`src/design/edh_pkg.sv`:
```
// Shared constants, codes and types of the edge dissimilarity histogram.
`default_nettype none
package edh_pkg;

  localparam int MAX_WIDTH    = 4096;
  localparam int MAX_HEIGHT   = 4096;
  localparam int MAX_CHANNELS = 4;

  localparam int CH_W     = 8;
  localparam int NUM_CH   = 4;
  localparam int CH_USED  = (MAX_CHANNELS < NUM_CH) ? MAX_CHANNELS : NUM_CH;
  localparam int PIX_W    = CH_W * NUM_CH;

  localparam int COL_W    = $clog2(MAX_WIDTH);
  localparam int ROW_W    = $clog2(MAX_HEIGHT);
  localparam int DIM_W    = 13;
  localparam int NCH_W    = 3;

  localparam int CMD_W    = 2;
  localparam int KIND_W   = 2;
  localparam int IDX_W    = 25;
  localparam int P_W      = IDX_W - 1;
  localparam int BIN_W    = 8;
  localparam int NUM_BINS = 1 << BIN_W;
  localparam int COUNT_W  = 26;
  localparam logic [COUNT_W-1:0] COUNT_MAX = '1;

  localparam int FIFO_DEPTH = 4;
  localparam int FIFO_PTR_W = $clog2(FIFO_DEPTH);
  localparam int FIFO_CNT_W = $clog2(FIFO_DEPTH + 1);

  localparam int CFG_IDX_W  = 2;
  localparam int CFG_DATA_W = DIM_W;

  localparam logic [DIM_W-1:0] WIDTH_RST  = DIM_W'(640);
  localparam logic [DIM_W-1:0] HEIGHT_RST = DIM_W'(480);
  localparam logic [NCH_W-1:0] NCH_RST    = NCH_W'(1);

  localparam logic [CFG_IDX_W-1:0] CFG_WIDTH    = 2'd0;
  localparam logic [CFG_IDX_W-1:0] CFG_HEIGHT   = 2'd1;
  localparam logic [CFG_IDX_W-1:0] CFG_CHANNELS = 2'd2;

  localparam logic [CMD_W-1:0] CMD_PIXEL = 2'd0;
  localparam logic [CMD_W-1:0] CMD_READ  = 2'd1;
  localparam logic [CMD_W-1:0] CMD_START = 2'd2;

  localparam logic [KIND_W-1:0] KIND_VERT  = 2'd0;
  localparam logic [KIND_W-1:0] KIND_HORIZ = 2'd1;
  localparam logic [KIND_W-1:0] KIND_BIN   = 2'd2;

  typedef enum logic [1:0] {
    HOP_NONE,
    HOP_INC,
    HOP_READ,
    HOP_CLEAR
  } hop_t;

  typedef struct packed {
    hop_t             op;
    logic [BIN_W-1:0] addr;
  } hist_req_t;

  typedef struct packed {
    logic [KIND_W-1:0]  result_kind;
    logic [IDX_W-1:0]   edge_index;
    logic [CH_W-1:0]    dissimilarity;
    logic [COUNT_W-1:0] bin_count;
    logic               last_of_run;
  } result_t;

endpackage
`default_nettype wire

```
`src/design/edh_ofifo.sv`:
```
// Result queue between the histogram stage and the result channel.
`default_nettype none
module edh_ofifo (
  input  wire logic                             clk,
  input  wire logic                             rst_n,
  input  wire logic                             push,
  input  wire edh_pkg::result_t                 push_data,
  input  wire logic                             pop,
  output edh_pkg::result_t                      head,
  output logic                                  not_empty,
  output logic [edh_pkg::FIFO_CNT_W-1:0]        count
);

  edh_pkg::result_t                ent_r [edh_pkg::FIFO_DEPTH];
  logic [edh_pkg::FIFO_PTR_W-1:0]  wr_r;
  logic [edh_pkg::FIFO_PTR_W-1:0]  rd_r;
  logic [edh_pkg::FIFO_CNT_W-1:0]  cnt_r;
  logic                            do_pop;

  assign not_empty = (cnt_r != '0);
  assign do_pop    = pop & not_empty;
  assign head      = ent_r[rd_r];
  assign count     = cnt_r;

  always_ff @(posedge clk) begin
    if (push) begin
      ent_r[wr_r] <= push_data;
    end
  end

  always_ff @(posedge clk) begin
    if (!rst_n) begin
      wr_r  <= '0;
      rd_r  <= '0;
      cnt_r <= '0;
    end else begin
      if (push) begin
        wr_r <= wr_r + 1'b1;
      end
      if (do_pop) begin
        rd_r <= rd_r + 1'b1;
      end
      unique case ({push, do_pop})
        2'b10:   cnt_r <= cnt_r + 1'b1;
        2'b01:   cnt_r <= cnt_r - 1'b1;
        default: cnt_r <= cnt_r;
      endcase
    end
  end

endmodule
`default_nettype wire

```
`config.mk`:
```
export PLATFORM = sky130hd
export DESIGN_NAME = edh_ofifo
export DESIGN_NICKNAME = d
export VERILOG_FILES = /design/src/design/edh_pkg.sv /design/src/design/edh_ofifo.sv
export SDC_FILE = /design/constraint.sdc
export NUM_CORES = 1
export LEC_CHECK = 0
export ABC_AREA = 1
export BUFFER_PORTS_ARGS = -buffer_cell sky130_fd_sc_hd__buf_2
export CORE_AREA = 2 2 107 186
export CTS_CLUSTER_SIZE = 20
export DETAILED_ROUTE_END_ITERATION = 16
export DIE_AREA = 0 0 109 188
export GPL_ROUTABILITY_DRIVEN = 0
export HOLD_SLACK_MARGIN = 0.06
export PLACE_DENSITY = 0.75
export SYNTH_ARGS = -nofsm -noshare
export SYNTH_HDL_FRONTEND = slang
export SYNTH_SLANG_ARGS = --single-unit
```
`constraint.sdc`:
```
create_clock -name clk -period 4.17 [get_ports clk]
set_input_delay 0.6255 -clock clk [delete_from_list [all_inputs] [get_ports clk]]
set_output_delay 0.6255 -clock clk [all_outputs]
set_load 0.02 [all_outputs]
```
==> out/results.tsv, run 1 <==
metric	value	unit
ys_types	22	
clk_pin_slew_worst_paths	0.07	ns
dp_slack	1.33	ns
chipHeight	188	um
placed_cell_area	10900	um2
fmax	297	MHz
powerDensity	543	nW/um2
fin_area	11600	um2
ios	132	
critPathMaxFanout	124	
ys.warnings.count	0	
synth_top_area_share	72.8	%
start_util	53.8	%
syn_area_per_cell	15.4	um2
cts_resized	0	
grt_overflow	0	
top_layer	met5	
cp.required	3.54	ns
path_class	register to output pin	
arrival	2.75	ns
wl	20400	um
first_global_vias	6178	
synth_area	10200	um2
die-area	20500	um2
synthCells	665	
coreArea	19000	um2
synthesis.nets	737	
status	finished clean	
drt-pass1-iter-count	5	
hold_class	input port to register	
synth-seq-area-share	74.5	%
ant_nets	0	
ys_seq_elements	257	
antenna_found_initial	7	
drtIter0Drc	411	
total_power	6.32	mW
area.sequential	7630	um2
p_leak	4.05	nW
fin_crit	3.37	ns
end_kind	output pin	
grt_start_max_net_pins	125	
nFillCells	1397	
peakVddDrop	431	uV
cts_tree	done	
routed_via_density	5.64	
final_common_cell	edfxtp_1	
drv_cap	0	
setup_violations	0	
yosysTopAreaCell	edfxtp_1	
clockRootBuffer	clkbuf_16	
num_rows	67	
layout_setup_ws	0.798	ns
wl_met1	7600	um
postCtsSetupBuffers	0	
drc	0	
rsz0062_at_grt	false	
yosys-top-cells-area	edfxtp_1, o22ai_2, o21ai_0	
clkLatencyLatePin	0.50	ns
final_cell_mix	edfxtp_1, buf_2, o21ai_0	
setup.worst_path.start_class	register	
clock_sinks	257	
worst_pin_slew	1.15	ns
vias	5920	
period_share	80.9	%
setup_tns	0	ns
multi_input_area	2220	um2
grt_pass1_wl	31000	um
cts.hold.buffers_added	0	
slew_viol_final	0	
slew-limit-headroom	23.5	%
wl_met3	1070	um
dp_hpwl	11500	um
clock_skew	0.0168	ns
track_usage	19.8	%
final_hold_viol_count	0	
clock_path_buffers	3	
dieWidth	109	um
wire_per_inst	19.5	um
drive_above_1_share	36.9	%
htree_levels	1	
io_buffers	131	
final_nets	860	
dr_wl_met2	11000	um
syn_to_final_growth	13.6	%
numCtsBuffers	22	
-- routing by layer --
layer  vias up  track usage (%)
met1      2965             22.8
met2       168             35.0
met5         -                0
met4         2             8.68
met3        53             3.58
li1       2732                -
-- registers in the layout, summed over array words and instances (netlist names), named ones only --
register	flops
count	3
rd_r	2
ent_r	248
wr_r	2
-- cell usage after synthesis, drive strengths merged --
library cell	n
o22ai	62
inv	19
a21oi	5
edfxtp	248
nand2	15
fa	1
clkbuf	16
buf	24
ha	5
nand3	3
nor2	130
dfxtp	9
o21ai	128
-- power by group --
part           leakage [nW]  internal, mW  switching (mW)
clock network         0.330          1.07           0.838
logic                  1.36         0.431           0.925
registers              2.35          2.96          0.0967
-- worst paths after layout --
check	start	cells after the start	slack, ns	to
max reg2reg	wr_r[0]$_SDFFE_PN0P_	4	2.15	ent_r[3][9]$_DFFE_PP_
max	register	4	0.80	head[8]
min reg2reg	rd_r[1]$_SDFFE_PN0P_	2	0.54	register
min	push_data[28]	1	0.34	ent_r[2][28]$_DFFE_PP_
-- cells by family after synthesis --
| kind of cell | after synthesis | synth area share, % |
|---|---|---|
| AO/OA/AOI/OAI | 195 | 14.0 |
| adder cells (fa/ha/maj) | 6 | 0.807 |
| buffers and inverters | 59 | 3.79 |
| flip-flops | 257 | 74.5 |
| AND/OR/NAND/NOR | 148 | 6.93 |
-- through the flow --
| step | std cells | hold WS, ns | util (%) |
|---|---|---|---|
| CTS | 1043 | 0.323 | 61.0 |
| floorplan | 665 | 0.459 | - |
| finish | 1049 | 0.341 | 61.1 |
| global route | 1049 | 0.324 | 61.1 |
| global placement | 1005 | 0.462 | 57.5 |
| detailed placement | 1005 | 0.513 | 57.5 |
-- final cells by class --
class                           count  area share (%)
Sequential cell                   257            65.6
Antenna cell                        6           0.129
Inverter                           19           0.678
Clock buffer                       27            5.08
Timing Repair Buffer              139            6.15
Tap cell                          241            2.59
Multi-Input combinational cell    349            19.1
Clock inverter                     11           0.667
-- critical path, stage by stage, from the launching register on --
cell and delay [ns]:
dfxtp_4 0.92, inv_8 0.48, o21ai_0 0.46, o22ai_2 0.12
buf_2 0.18
Note: power is estimated with default switching activity, not from simulation.
==> run 2: changes to the inputs <==
- CORE_AREA: 2 2 107 186 -> 2 2 110 191
- DIE_AREA: 0 0 109 188 -> 0 0 112 193
- PLACE_DENSITY: 0.75 -> 0.74
- clock period: 4.17 -> 2.8 ns (I/O delays scaled with it)
==> run 2 against run 1 <==
Net effect: cell count rose by 1.1%; register-to-register slack worse by 1.2 ns; power up 55%.
==> out/results.tsv, run 2 (same netlist as run 1, synthesis figures left out) <==
metric	value	unit	change
largest_reg_flops	248		unchanged
period_share	94.5	%	
setup_tns	0	ns	unchanged
drt-pass1-iter-count	4		-1
cts.hold.buffers_added	0		unchanged
drive_above_1_share	38.4	%	+1.5 points
fin_crit	2.65	ns	
powerDensity	825	nW/um2	+52%
clock_sinks	257		unchanged
slew-limit-headroom	58.8	%	+35 points
top_register	ent_r		
hold_class	input port to register		
routed_via_density	5.39		-4.6%
first_global_vias	5770		-6.6%
die-area	21600	um2	+5.5%
grt_pass1_wl	29800	um	-3.9%
clk_pin_slew_worst_paths	0.07	ns	about the same
clock_skew	0.00631	ns	-0.0105 ns
start_util	50.7	%	-3.1 points
cp_slowest_stage_delay	0.54	ns	-0.38 ns
final_cell_mix	edfxtp_1, buf_2, o21ai_0		
track_usage	17.7	%	-2.1 points
dp_slack	0.640	ns	-0.694 ns
setup_violations	0		unchanged
postCtsSetupBuffers	0		unchanged
arrival	2.23	ns	-0.52 ns
rsz0062_at_grt	false		
wl	19700	um	-3.5%
io_buffers	131		unchanged
slew_viol_final	0		unchanged
clock_path_buffers	3		unchanged
layout_setup_ws	0.153	ns	-0.645 ns
wire_per_inst	18.6	um	-4.6%
final_hold_viol_count	0		unchanged
critPathMaxFanout	54		-56%
cp.required	2.38	ns	-1.16 ns
worst_pin_slew	0.617	ns	-0.529 ns
grt_start_max_net_pins	65		-48%
peakVddDrop	598	uV	+39%
numCtsBuffers	21		-4.5%
ant_nets	0		unchanged
htree_levels	1		unchanged
num_rows	69		+3.0%
vias	5715		-3.5%
dp_hpwl	12200	um	+5.8%
chipHeight	193	um	+2.7%
drtIter0Drc	278		-32%
ios	132		unchanged
syn_to_final_growth	15.8	%	
setup.worst_path.start_class	register		
cts_resized	0		unchanged
final_nets	870		+1.2%
status	finished clean		
coreArea	20200	um2	+6.2%
drc	0		unchanged
dieWidth	112	um	+2.8%
cts_tree	done		
antenna_found_initial	4		-3
end_kind	output pin		
final_common_cell	edfxtp_1		
grt_overflow	0		unchanged
drv_cap	0		unchanged
clkLatencyLatePin	0.49	ns	about the same
path_class	register to output pin		
clockRootBuffer	clkbuf_16		
path_cells	buf_4, o21ai_0, o22ai_2, buf_2		
fmax	378	MHz	
cp_slowest_cell	dfxtp_4		
p_leak	4.14	nW	+2.3%
==> run 2: path summary, 6_finish.rpt <==
kind                             to  depth (start not counted)                 start  slack [ns]
min reg2reg                register                          2  rd_r[1]$_SDFFE_PN0P_        0.49
max                        head[54]                          4              register        0.15
min          ent_r[2][55]$_DFFE_PP_                          1         push_data[55]        0.14
max reg2reg  ent_r[2][51]$_DFFE_PP_                          5  wr_r[0]$_SDFFE_PN0P_        1.00
==> run 2: per-stage QoR <==
| stage | utilization, % | hold slack [ns] | instances | total power [mW] | area, um2 |
|---|---|---|---|---|---|
| 2_1_floorplan | - | 0.459 | 665 | 6.14 | 10200 |
| 3_3_place_gp | 54.9 | 0.473 | 1023 | 6.67 | 11100 |
| 3_5_place_dp | 54.9 | 0.478 | 1023 | 6.71 | 11100 |
| 4_1_cts | 58.7 | 0.122 | 1060 | 9.87 | 11900 |
| 5_1_grt | 58.7 | 0.131 | 1061 | 10.2 | 11900 |
| 6_report | 58.7 | 0.142 | 1061 | 9.78 | 11900 |
==> run 2: area by class of cell <==
cell class	count	area [um2]
antenna	1	2.50
clock buffer	22	529
clock inverter	15	233
fill	1574	8350
inverter	19	78.8
multi-input combinational	349	2220
sequential	257	7630
tap	248	310
timing repair buffer	150	848
==> run 2: layer usage <==
| metal | track usage [%] | part of all wire, % | vias to the layer above |
|---|---|---|---|
| met2 | 33.3 | 54 | 128 |
| li1 | - | - | 2741 |
| met5 | 0 | 0.14 | - |
| met1 | 20.3 | 38 | 2810 |
| met3 | 3.50 | 5.2 | 32 |
| met4 | 5.53 | 1.9 | 4 |
==> run 2: critical path: cells and delay by family (launching register included) <==
kind | cells | cell delay, ns
flops | 1 | 0.54
buf+inv | 2 | 0.73
compound gates | 2 | 0.44
==> run 2: report_power, final <==
group | leakage, nW | switching, mW | internal (mW)
clock | 0.360 | 1.25 | 1.93
sequential | 2.35 | 0.0930 | 4.41
combinational | 1.43 | 1.42 | 0.678
total | 4.14 | 2.76 | 7.02
